--- config.mk ---
export PLATFORM = sky130hd
export DESIGN_NAME = sliding_window_sender_control_top
export DESIGN_NICKNAME = d
export VERILOG_FILES = /design/src/hdl/swsc_pkg.sv /design/src/hdl/sliding_window_sender_control_top.sv /design/src/hdl/swsc_front.sv /design/src/hdl/swsc_queue.sv /design/src/hdl/swsc_back.sv
export SDC_FILE = /design/constraint.sdc
export NUM_CORES = 1
export LEC_CHECK = 0
export BUFFER_PORTS_ARGS = -buffer_cell sky130_fd_sc_hd__buf_2
export CAP_MARGIN = 40
export CORE_MARGIN = 2
export CORE_UTILIZATION = 40
export DETAILED_ROUTE_END_ITERATION = 8
export PLACE_DENSITY = 0.54
export SLEW_MARGIN = 20
export SYNTH_ARGS = -nofsm -noshare
export SYNTH_HDL_FRONTEND = slang
export SYNTH_SLANG_ARGS = --single-unit
--- constraint.sdc ---
create_clock -name i_clk -period 13.2 [get_ports i_clk]
set_clock_uncertainty 0.15 [all_clocks]
set_input_delay 2.64 -clock i_clk [delete_from_list [all_inputs] [get_ports i_clk]]
set_output_delay 2.64 -clock i_clk [all_outputs]
set_load 0.01 [all_outputs]
--- src/hdl/swsc_pkg.sv ---
// Shared types and constants of the sliding window sender control.
// No dependencies; imported by every module of the block.
package swsc_pkg;

    // byte number to packet number: PACKET_BYTES is 1024
    localparam int          ACK_SHIFT   = 10;
    localparam logic [11:0] MAX_PACKETS = 12'd2048;
    localparam logic [6:0]  WINDOW_CAP  = 7'd64;
    localparam logic [7:0]  DUP_TRIGGER = 8'd3;
    localparam logic [11:0] INDEX_MAX   = 12'hFFF;

    // reset values of the configuration registers
    localparam logic [6:0]  WINDOW_RST  = 7'd10;
    localparam logic [7:0]  RETRY_RST   = 8'd100;
    localparam logic [11:0] TOTAL_RST   = 12'd0;

    typedef enum logic [1:0] {
        OP_KICK    = 2'd0,
        OP_ACK     = 2'd1,
        OP_TIMEOUT = 2'd2
    } t_op;

    typedef enum logic [2:0] {
        K_SEND    = 3'd0,
        K_DUP_RTX = 3'd1,
        K_TO_RTX  = 3'd2,
        K_EOF     = 3'd3,
        K_DONE    = 3'd4,
        K_GAVE_UP = 3'd5
    } t_kind;

    typedef enum logic [1:0] {
        CFG_WINDOW = 2'd0,
        CFG_RETRY  = 2'd1,
        CFG_TOTAL  = 2'd2
    } t_cfg_idx;

    typedef struct packed {
        logic [6:0]  window;
        logic [7:0]  retry;
        logic [11:0] total;
    } t_cfg;

    // one classified item, handed from the front to the back
    typedef struct packed {
        logic        pre_valid;   // leading command present
        t_kind       pre_kind;
        logic        eof_valid;   // end of file after the leading command
        logic        fill_en;     // run the window fill
        logic        eof_fill;    // window fill ends in end of file
        logic        set_next;    // next index restarts at base
        logic [11:0] base;
        logic [6:0]  win;
        logic [11:0] total;
    } t_job;

endpackage

--- src/hdl/sliding_window_sender_control_top.sv ---
// Top level of the sliding window sender control: config registers, front, queue, back.
// Depends on swsc_pkg, swsc_front, swsc_queue and swsc_back.
//
//  channel   direction  contents
//  s (item)  in         tdata: ack_byte; tuser: op, ack_final
//  m (cmd)   out        tdata: packet_index, timer_start; tuser: kind; tlast: last
//  cfg       in         index 0 window_packets, 1 retry_limit, 2 packet_total
//
// The front takes an item whenever the job queue has room and stalls only when it is full.
// The back fetches a job in its idle state, then steps through the leading command, end of
// file and one fill step per packet sent, each step waiting while the output is stalled.
// Synchronous reset clears all control state directly; there is no clearing pass.
// A stalled command output holds the back end; items keep queueing until the queue is full.
module sliding_window_sender_control_top #(
    parameter int QUEUE_DEPTH = 4
) (
    input  logic        i_clk,
    input  logic        i_rst_n,
    input  logic        i_s_tvalid,
    output logic        o_s_tready,
    input  logic [31:0] i_s_tdata,    // [31:0] ack_byte
    input  logic [2:0]  i_s_tuser,    // [1:0] op, [2] ack_final
    output logic        o_m_tvalid,
    input  logic        i_m_tready,
    output logic [15:0] o_m_tdata,    // [11:0] packet_index, [12] timer_start, [15:13] zero
    output logic [2:0]  o_m_tuser,    // [2:0] kind
    output logic        o_m_tlast,
    input  logic        i_cfg_valid,
    output logic        o_cfg_ready,
    input  logic [1:0]  i_cfg_index,
    input  logic [11:0] i_cfg_data
);
    import swsc_pkg::*;

    t_cfg        r_cfg;
    logic        q_push;
    t_job        q_wr_job;
    logic        q_full;
    logic        q_pop;
    t_job        q_rd_job;
    logic        q_empty;
    t_kind       m_kind;
    logic [11:0] m_index;
    logic        m_timer;

    // configuration registers, always ready
    assign o_cfg_ready = 1'b1;

    always_ff @(posedge i_clk) begin
        if (!i_rst_n) begin
            r_cfg.window <= WINDOW_RST;
            r_cfg.retry  <= RETRY_RST;
            r_cfg.total  <= TOTAL_RST;
        end else if (i_cfg_valid && o_cfg_ready) begin
            case (i_cfg_index)
                CFG_WINDOW: r_cfg.window <= i_cfg_data[6:0];
                CFG_RETRY:  r_cfg.retry  <= i_cfg_data[7:0];
                CFG_TOTAL:  r_cfg.total  <= i_cfg_data;
                default: begin
                end
            endcase
        end
    end

    swsc_front u_front (
        .i_clk       (i_clk),
        .i_rst_n     (i_rst_n),
        .i_cfg       (r_cfg),
        .i_valid     (i_s_tvalid),
        .o_ready     (o_s_tready),
        .i_op        (i_s_tuser[1:0]),
        .i_ack_byte  (i_s_tdata),
        .i_ack_final (i_s_tuser[2]),
        .i_full      (q_full),
        .o_push      (q_push),
        .o_job       (q_wr_job)
    );

    swsc_queue #(
        .DEPTH (QUEUE_DEPTH)
    ) u_queue (
        .i_clk   (i_clk),
        .i_rst_n (i_rst_n),
        .i_push  (q_push),
        .i_data  (q_wr_job),
        .o_full  (q_full),
        .i_pop   (q_pop),
        .o_data  (q_rd_job),
        .o_empty (q_empty)
    );

    swsc_back u_back (
        .i_clk   (i_clk),
        .i_rst_n (i_rst_n),
        .i_empty (q_empty),
        .i_job   (q_rd_job),
        .o_pop   (q_pop),
        .o_valid (o_m_tvalid),
        .i_ready (i_m_tready),
        .o_kind  (m_kind),
        .o_index (m_index),
        .o_timer (m_timer),
        .o_last  (o_m_tlast)
    );

    assign o_m_tdata = {3'b000, m_timer, m_index};
    assign o_m_tuser = m_kind;

endmodule

--- src/hdl/swsc_front.sv ---
// Front end: accepts items, keeps ack/retry/dup state, and builds at most one job per item.
// Depends on swsc_pkg.
module swsc_front (
    input  logic              i_clk,
    input  logic              i_rst_n,
    input  swsc_pkg::t_cfg    i_cfg,
    input  logic              i_valid,
    output logic              o_ready,
    input  logic [1:0]        i_op,
    input  logic [31:0]       i_ack_byte,
    input  logic              i_ack_final,
    input  logic              i_full,
    output logic              o_push,
    output swsc_pkg::t_job    o_job
);
    import swsc_pkg::*;

    localparam int BLK_W = 32 - ACK_SHIFT;

    // last acknowledged index is base - 1 once any ack was seen, zero before
    logic        r_halted, n_halted;
    logic        r_acked, n_acked;
    logic [11:0] r_base, n_base;
    logic [31:0] r_prev_ack, n_prev_ack;
    logic [7:0]  r_dup_count, n_dup_count;
    logic        r_dup_block, n_dup_block;
    logic [7:0]  r_retry, n_retry;

    logic [6:0]       win;
    logic [11:0]      total;
    logic [BLK_W-1:0] ack_blk;
    logic [11:0]      ack_base;
    logic             eof_kick;
    logic             eof_to;
    logic             dup_hit;
    logic [7:0]       dup_next;
    logic             accept;

    assign o_ready = !i_full;
    assign accept  = i_valid && o_ready;

    // effective limits and packet number of the ack
    always_comb begin
        win      = (i_cfg.window > WINDOW_CAP) ? WINDOW_CAP : i_cfg.window;
        total    = (i_cfg.total > MAX_PACKETS) ? MAX_PACKETS : i_cfg.total;
        ack_blk  = i_ack_byte[31:ACK_SHIFT];
        ack_base = (ack_blk[BLK_W-1:12] != '0) ? INDEX_MAX : ack_blk[11:0];
        eof_kick = r_acked ? (r_base >= total) : (total <= 12'd1);
        eof_to   = r_acked ? (({1'b0, r_base} + 13'd1) >= {1'b0, total})
                           : (total <= 12'd2);
        dup_hit  = (i_ack_byte == r_prev_ack);
        if (!dup_hit) begin
            dup_next = 8'd0;
        end else if (r_dup_count == 8'hFF) begin
            dup_next = r_dup_count;
        end else begin
            dup_next = r_dup_count + 8'd1;
        end
    end

    // classify the item and update state
    always_comb begin
        n_halted    = r_halted;
        n_acked     = r_acked;
        n_base      = r_base;
        n_prev_ack  = r_prev_ack;
        n_dup_count = r_dup_count;
        n_dup_block = r_dup_block;
        n_retry     = r_retry;
        o_push      = 1'b0;
        o_job       = '{pre_valid: 1'b0, pre_kind: K_SEND, eof_valid: 1'b0,
                        fill_en: 1'b0, eof_fill: 1'b0, set_next: 1'b0,
                        base: r_base, win: win, total: total};
        if (accept && !r_halted) begin
            case (i_op)
                OP_KICK: begin
                    o_push         = 1'b1;
                    o_job.fill_en  = !r_dup_block;
                    o_job.eof_fill = eof_kick;
                end
                OP_ACK: begin
                    o_push         = 1'b1;
                    n_retry        = 8'd0;
                    n_base         = ack_base;
                    n_acked        = 1'b1;
                    o_job.base     = ack_base;
                    o_job.set_next = 1'b1;
                    if (i_ack_final) begin
                        n_halted        = 1'b1;
                        o_job.pre_valid = 1'b1;
                        o_job.pre_kind  = K_DONE;
                    end else begin
                        n_dup_block    = dup_hit;
                        n_prev_ack     = i_ack_byte;
                        n_dup_count    = dup_next;
                        o_job.fill_en  = !dup_hit;
                        o_job.eof_fill = (ack_base >= total);
                        // third repeat in a row: fast retransmit
                        if ((dup_next >= DUP_TRIGGER) && (ack_base < total)) begin
                            o_job.pre_valid = 1'b1;
                            o_job.pre_kind  = K_DUP_RTX;
                            n_dup_count     = 8'd0;
                        end
                    end
                end
                OP_TIMEOUT: begin
                    o_push = 1'b1;
                    if (r_retry < i_cfg.retry) begin
                        n_retry         = r_retry + 8'd1;
                        o_job.pre_valid = (r_base < total);
                        o_job.pre_kind  = K_TO_RTX;
                        o_job.eof_valid = eof_to;
                    end else begin
                        n_halted        = 1'b1;
                        o_job.pre_valid = 1'b1;
                        o_job.pre_kind  = K_GAVE_UP;
                    end
                end
                default: begin
                end
            endcase
        end
    end

    always_ff @(posedge i_clk) begin
        if (!i_rst_n) begin
            r_halted    <= 1'b0;
            r_acked     <= 1'b0;
            r_base      <= '0;
            r_prev_ack  <= '0;
            r_dup_count <= '0;
            r_dup_block <= 1'b0;
            r_retry     <= '0;
        end else begin
            r_halted    <= n_halted;
            r_acked     <= n_acked;
            r_base      <= n_base;
            r_prev_ack  <= n_prev_ack;
            r_dup_count <= n_dup_count;
            r_dup_block <= n_dup_block;
            r_retry     <= n_retry;
        end
    end

endmodule

--- src/hdl/swsc_queue.sv ---
// Short job queue between front and back end.
// Depends on swsc_pkg.
module swsc_queue #(
    parameter int DEPTH = 4
) (
    input  logic           i_clk,
    input  logic           i_rst_n,
    input  logic           i_push,
    input  swsc_pkg::t_job i_data,
    output logic           o_full,
    input  logic           i_pop,
    output swsc_pkg::t_job o_data,
    output logic           o_empty
);
    import swsc_pkg::*;

    localparam int PTR_W = (DEPTH > 1) ? $clog2(DEPTH) : 1;
    localparam int CNT_W = $clog2(DEPTH + 1);

    t_job             r_mem [DEPTH];
    logic [PTR_W-1:0] r_wr_ptr, n_wr_ptr;
    logic [PTR_W-1:0] r_rd_ptr, n_rd_ptr;
    logic [CNT_W-1:0] r_count, n_count;
    logic             do_push;
    logic             do_pop;

    assign o_full  = (r_count == CNT_W'(DEPTH));
    assign o_empty = (r_count == '0);
    assign o_data  = r_mem[r_rd_ptr];
    assign do_push = i_push && !o_full;
    assign do_pop  = i_pop && !o_empty;

    // pointer and count update
    always_comb begin
        n_wr_ptr = r_wr_ptr;
        n_rd_ptr = r_rd_ptr;
        n_count  = r_count;
        if (do_push) begin
            n_wr_ptr = (r_wr_ptr == PTR_W'(DEPTH - 1)) ? '0 : r_wr_ptr + PTR_W'(1);
        end
        if (do_pop) begin
            n_rd_ptr = (r_rd_ptr == PTR_W'(DEPTH - 1)) ? '0 : r_rd_ptr + PTR_W'(1);
        end
        if (do_push && !do_pop) begin
            n_count = r_count + CNT_W'(1);
        end else if (do_pop && !do_push) begin
            n_count = r_count - CNT_W'(1);
        end
    end

    always_ff @(posedge i_clk) begin
        if (do_push) begin
            r_mem[r_wr_ptr] <= i_data;
        end
    end

    always_ff @(posedge i_clk) begin
        if (!i_rst_n) begin
            r_wr_ptr <= '0;
            r_rd_ptr <= '0;
            r_count  <= '0;
        end else begin
            r_wr_ptr <= n_wr_ptr;
            r_rd_ptr <= n_rd_ptr;
            r_count  <= n_count;
        end
    end

endmodule

--- src/hdl/swsc_back.sv ---
// Back end: runs one job at a time and emits its commands through an output register.
// Depends on swsc_pkg.
module swsc_back (
    input  logic            i_clk,
    input  logic            i_rst_n,
    input  logic            i_empty,
    input  swsc_pkg::t_job  i_job,
    output logic            o_pop,
    output logic            o_valid,
    input  logic            i_ready,
    output swsc_pkg::t_kind o_kind,
    output logic [11:0]     o_index,
    output logic            o_timer,
    output logic            o_last
);
    import swsc_pkg::*;

    typedef enum logic [3:0] {
        B_IDLE = 4'b0001,
        B_PRE  = 4'b0010,
        B_EOF  = 4'b0100,
        B_FILL = 4'b1000
    } t_bstate;

    t_bstate     r_state, n_state;
    t_job        r_job, n_job;
    logic [11:0] r_nx, n_nx;
    logic        r_out_valid;
    t_kind       r_out_kind;
    logic [11:0] r_out_idx;
    logic        r_out_tmr;
    logic        r_out_last;

    logic        out_free;
    logic [11:0] nx_inc;
    logic        emit_now;
    logic        emit_nxt;
    logic        load;
    t_kind       ld_kind;
    logic [11:0] ld_idx;
    logic        ld_tmr;
    logic        ld_last;

    // does one more fill step at index nx produce a command
    function automatic logic fill_emit(input t_job j, input logic [11:0] nx);
        logic [12:0] lim;
        lim = {1'b0, j.base} + {6'b0, j.win};
        return j.fill_en && ({1'b0, nx} < lim) && (j.eof_fill || (nx < j.total));
    endfunction

    assign out_free = !r_out_valid || i_ready;
    assign nx_inc   = r_nx + 12'd1;
    assign emit_now = fill_emit(r_job, r_nx);
    assign emit_nxt = fill_emit(r_job, nx_inc);

    // job sequencer: leading command, end of file, then window fill
    always_comb begin
        n_state = r_state;
        n_job   = r_job;
        n_nx    = r_nx;
        o_pop   = 1'b0;
        load    = 1'b0;
        ld_kind = K_SEND;
        ld_idx  = '0;
        ld_tmr  = 1'b0;
        ld_last = 1'b0;
        case (r_state)
            B_IDLE: begin
                if (!i_empty) begin
                    o_pop   = 1'b1;
                    n_job   = i_job;
                    n_state = B_PRE;
                    if (i_job.set_next) begin
                        n_nx = i_job.base;
                    end
                end
            end
            B_PRE: begin
                if (out_free) begin
                    n_state = B_EOF;
                    if (r_job.pre_valid) begin
                        load    = 1'b1;
                        ld_kind = r_job.pre_kind;
                        ld_tmr  = (r_job.pre_kind == K_DUP_RTX) ||
                                  (r_job.pre_kind == K_TO_RTX);
                        ld_idx  = ld_tmr ? r_job.base : 12'd0;
                        ld_last = !r_job.eof_valid && !emit_now;
                    end
                end
            end
            B_EOF: begin
                if (out_free) begin
                    n_state = B_FILL;
                    if (r_job.eof_valid) begin
                        load    = 1'b1;
                        ld_kind = K_EOF;
                        ld_last = !emit_now;
                    end
                end
            end
            B_FILL: begin
                if (out_free) begin
                    if (!emit_now) begin
                        n_state = B_IDLE;
                    end else if (r_job.eof_fill) begin
                        load    = 1'b1;
                        ld_kind = K_EOF;
                        ld_last = 1'b1;
                        n_state = B_IDLE;
                    end else begin
                        load    = 1'b1;
                        ld_kind = K_SEND;
                        ld_idx  = r_nx;
                        ld_tmr  = (r_job.base == r_nx);
                        ld_last = !emit_nxt;
                        n_nx    = nx_inc;
                        if (!emit_nxt) begin
                            n_state = B_IDLE;
                        end
                    end
                end
            end
            default: begin
                n_state = B_IDLE;
            end
        endcase
    end

    always_ff @(posedge i_clk) begin
        if (!i_rst_n) begin
            r_state <= B_IDLE;
            r_nx    <= '0;
        end else begin
            r_state <= n_state;
            r_nx    <= n_nx;
        end
    end

    always_ff @(posedge i_clk) begin
        r_job <= n_job;
    end

    // output register
    always_ff @(posedge i_clk) begin
        if (!i_rst_n) begin
            r_out_valid <= 1'b0;
        end else if (load) begin
            r_out_valid <= 1'b1;
        end else if (i_ready) begin
            r_out_valid <= 1'b0;
        end
    end

    always_ff @(posedge i_clk) begin
        if (load) begin
            r_out_kind <= ld_kind;
            r_out_idx  <= ld_idx;
            r_out_tmr  <= ld_tmr;
            r_out_last <= ld_last;
        end
    end

    assign o_valid = r_out_valid;
    assign o_kind  = r_out_kind;
    assign o_index = r_out_idx;
    assign o_timer = r_out_tmr;
    assign o_last  = r_out_last;

endmodule

==> impl_results.md <==
- RSZ-0062 raised after global routing: false
- Commonest cells after routing, fill and taps aside: 211 x edfxtp_1, 171 x nand2_1, 115 x dfxtp_1
- Drt total wl: 37.07 mm
- Sequential cell area fraction in the yosys report: 0.5369
- Final Hold Viols: 0
- Worst IR drop on VDD: 0.09784 mV
- Final min period: 5.398 ns
- Core ar.: 0.03973 sq mm
- Post-synth EDFFs: 211
- Switch share: 0.3170
- Worst-skew pair later-pin latency: 0.53 ns
- Core Rows: 73
- Power consumption: 3.319 mW
- DRT Pass-1 Iters: 4
- Design area: 0.01828 sq mm
- Via/cell ratio: 5.218
- Die H: 204.8 um
- Die Wd: 204.8 um
- # DRC: 0
- Worst Path Required: 13.38 ns
- Post-DP HPWL: 26.17 mm
- Post-CTS Setup Inserts: 0
- First DRT Iteration DRCs: 572
- CP peak stage delay: 0.38 ns
- Die area: 0.04193 sq mm
- FF+latch count, synth: 327
- Crit Path Max Fanout: 12
- Final setup margin: 7.802 ns
- Power Internal: 2.267 mW
- Mapped Avg Cell Area: 11.71 sq um
- Starting Density: 0.4059
- Filler cell count: 3627
- Fmax achieved: 185.2 MHz
- Async S/R FF share, synth: 0
- Clock share of power: 0.309
- Wire length per cell: 18.54 um
- Global-route wire length before repair: 58.44 mm
- Setup tns final: 0 ns
- Slew HR: 0.4788
- Power per cell area: 181.6 mW/mm^2
- Hold-fix buffers, CTS: 0
- Critical path data arrival time: 5.58 ns
- Outcome: finished, final reports clean
- Net Switching: 1.052 mW
- P&R area growth vs syn: 13.37%
- Final Cycle Share: 0.4089
- Actual slew at the worst max-slew pin: 0.7737 ns
- Placer Congestion: 0.8957
- Critical setup path kind: in -> reg
- CTS tree: yes
- Buffers added on ports: 72
- CTS HTree Levels: 2
- Leakage: 6.812 nW
- Synth Cell Area: 0.01613 sq mm
- Final setup fails: 0
- Synth Warn #: 0
- Sink Count: 327
- Commonest non-fill, non-tap cell in the layout: edfxtp_1
- Via count: 10436
- Layout cells sized above 1: 0.1540
- Largest net degree at the start of global routing: 63
- Netlist cell types: 73
- DP Area: 0.01702 sq mm
- Antenna Nets Post-Route: 0
- Finished Core Util: 0.4601
- Synth Flop Type: edfxtp_1
- Number of global-route vias before repair: 10564
- Hold crit path type: reg -> reg
- DP Cell Count: 1927
- Cts repair resizes: 0
- IO Pins: 77
- Pre-CTS setup slack: 7.220 ns
- Clk pin slew, worst setup/hold paths: 0.06 ns
- Final slew viol count: 0
- Congestion Overflow GR: 0
- Worst setup SP type: input port
- Slowest-stage cell, CP: or2_2
- WHS: 0.3147 ns
- CTS Buf Count: 39
- Sequential Power Share: 0.412
- Clk root buf: clkbuf_16
- CP endpoint kind: flip-flop
- Max Cap Viol: 0
- Non-Filler Instances: 2000
- Clock Path Buffers: 3
- Nets@finish: 1609
- Global Route Usage Sum: 0.1803
- Gate power share: 0.279
- Crit-path cells: buf_2, nor4_1, nand3_1, or2_2, ha_1, nor2b_1, o21a_1, o21a_1, o21ai_0, o211ai_1, nor3_1, o21ai_0, a21oi_1
- Antenna violations before repair: 0
- Syn Inst Count: 1377
metal layers:
layer / track usage / up-vias / part of all wire
li1: - / 5163 / -
met1: 0.2339 / 5044 / 0.45
met2: 0.3080 / 165 / 0.48
met3: 0.02927 / 64 / 0.035
met4: 0.05642 / 0 / 0.027
met5: 0 / - / 0
power by group through the flow:
stage / Sequential, mW / Combinational (mW) / Clock [mW]
floorplan: 1.33 / 0.712 / 0
global placement: 1.39 / 0.911 / 0
detailed placement: 1.39 / 0.928 / 0
CTS: 1.37 / 0.933 / 1.05
global route: 1.38 / 1.05 / 1.10
finish: 1.37 / 0.926 / 1.03
critical path: cells and delay by family:
kind,cells,cell delay [ns]
fa+ha+maj,1,0.28
simple gates,5,1.47
compound gates,6,1.06
buf+inv,1,0.12
cell type report:
cell class	count	area, sq um	share of cell area
Antenna cell	1	2.502	0.0001369
Clock buffer	48	1030	0.05633
Inverter	55	206.4	0.01129
Timing Repair Buffer	95	565.5	0.03094
Tap cell	525	656.9	0.03593
Clock inverter	21	185.2	0.01013
Sequential cell	327	8660	0.4737
Multi-Input combinational cell	928	6975	0.3816
cells by family (layout without fill, tap and decap cells):
group           count (synthesis)  in the layout  synth area share
mux                            77             77           0.07883
flops                         327            327            0.5369
fa+ha+maj                     110            110           0.08620
simple gates                  413            413            0.1241
buf+inv                       124            219           0.03166
other cells                     2              5         0.0004657
xor+xnor                       84             84           0.04562
compound gates                240            240           0.09621
synth_stat cells (9+ instances only):
| master | count | area [sq um] |
|---|---|---|
| a21o_1 | 20 | 150.1 |
| a21oi_1 | 94 | 470.5 |
| a22o_1 | 12 | 105.1 |
| and2_1 | 23 | 143.9 |
| clkbuf_1 | 44 | 165.2 |
| dfxtp_1 | 116 | 2322 |
| edfxtp_1 | 211 | 6336 |
| ha_1 | 107 | 1339 |
| inv_1 | 53 | 198.9 |
| mux2_2 | 10 | 112.6 |
| mux2i_1 | 28 | 280.3 |
| mux4_2 | 39 | 878.3 |
| nand2_1 | 171 | 641.9 |
| nand2b_1 | 11 | 68.82 |
| nand3_1 | 27 | 135.1 |
| nand4_1 | 22 | 137.6 |
| nor2_1 | 51 | 191.4 |
| nor2b_1 | 33 | 206.5 |
| nor3_1 | 26 | 130.1 |
| nor4_1 | 9 | 56.30 |
| o211ai_1 | 11 | 82.58 |
| o21a_1 | 11 | 82.58 |
| o21ai_0 | 33 | 165.2 |
| or2_2 | 13 | 81.33 |
| xnor2_1 | 62 | 543.0 |
| xor2_1 | 22 | 192.7 |
final timing paths:
kind	to	cells after the start	slack, ns	startpoint
hold reg to reg	r_cfg[19]$_SDFFE_PN0P_	2	0.31	r_cfg[19]$_SDFFE_PN0P_
setup / recovery	u_queue.r_mem[1][38]$_DFFE_PP_	13	7.80	i_s_tdata[25]
hold / removal	r_cfg[19]$_SDFFE_PN0P_	2	0.31	r_cfg[19]$_SDFFE_PN0P_
setup reg to reg	u_back.o_index[1]$_DFFE_PP_	18	8.24	u_back.r_job[19]$_DFFE_PP_
flip-flops by register name (all words and copies together), names as in the netlist, 8 cells and up, named ones only:
signal,flops
u_queue.r_mem,156
u_back.r_job,38
u_front.r_prev_ack,32
r_cfg,27
u_back.o_index,12
u_back.r_nx,12
u_front.r_base,12
u_front.r_dup_count,8
u_front.r_retry,8
No activity file was read; power rests on OpenSTA's default activity.
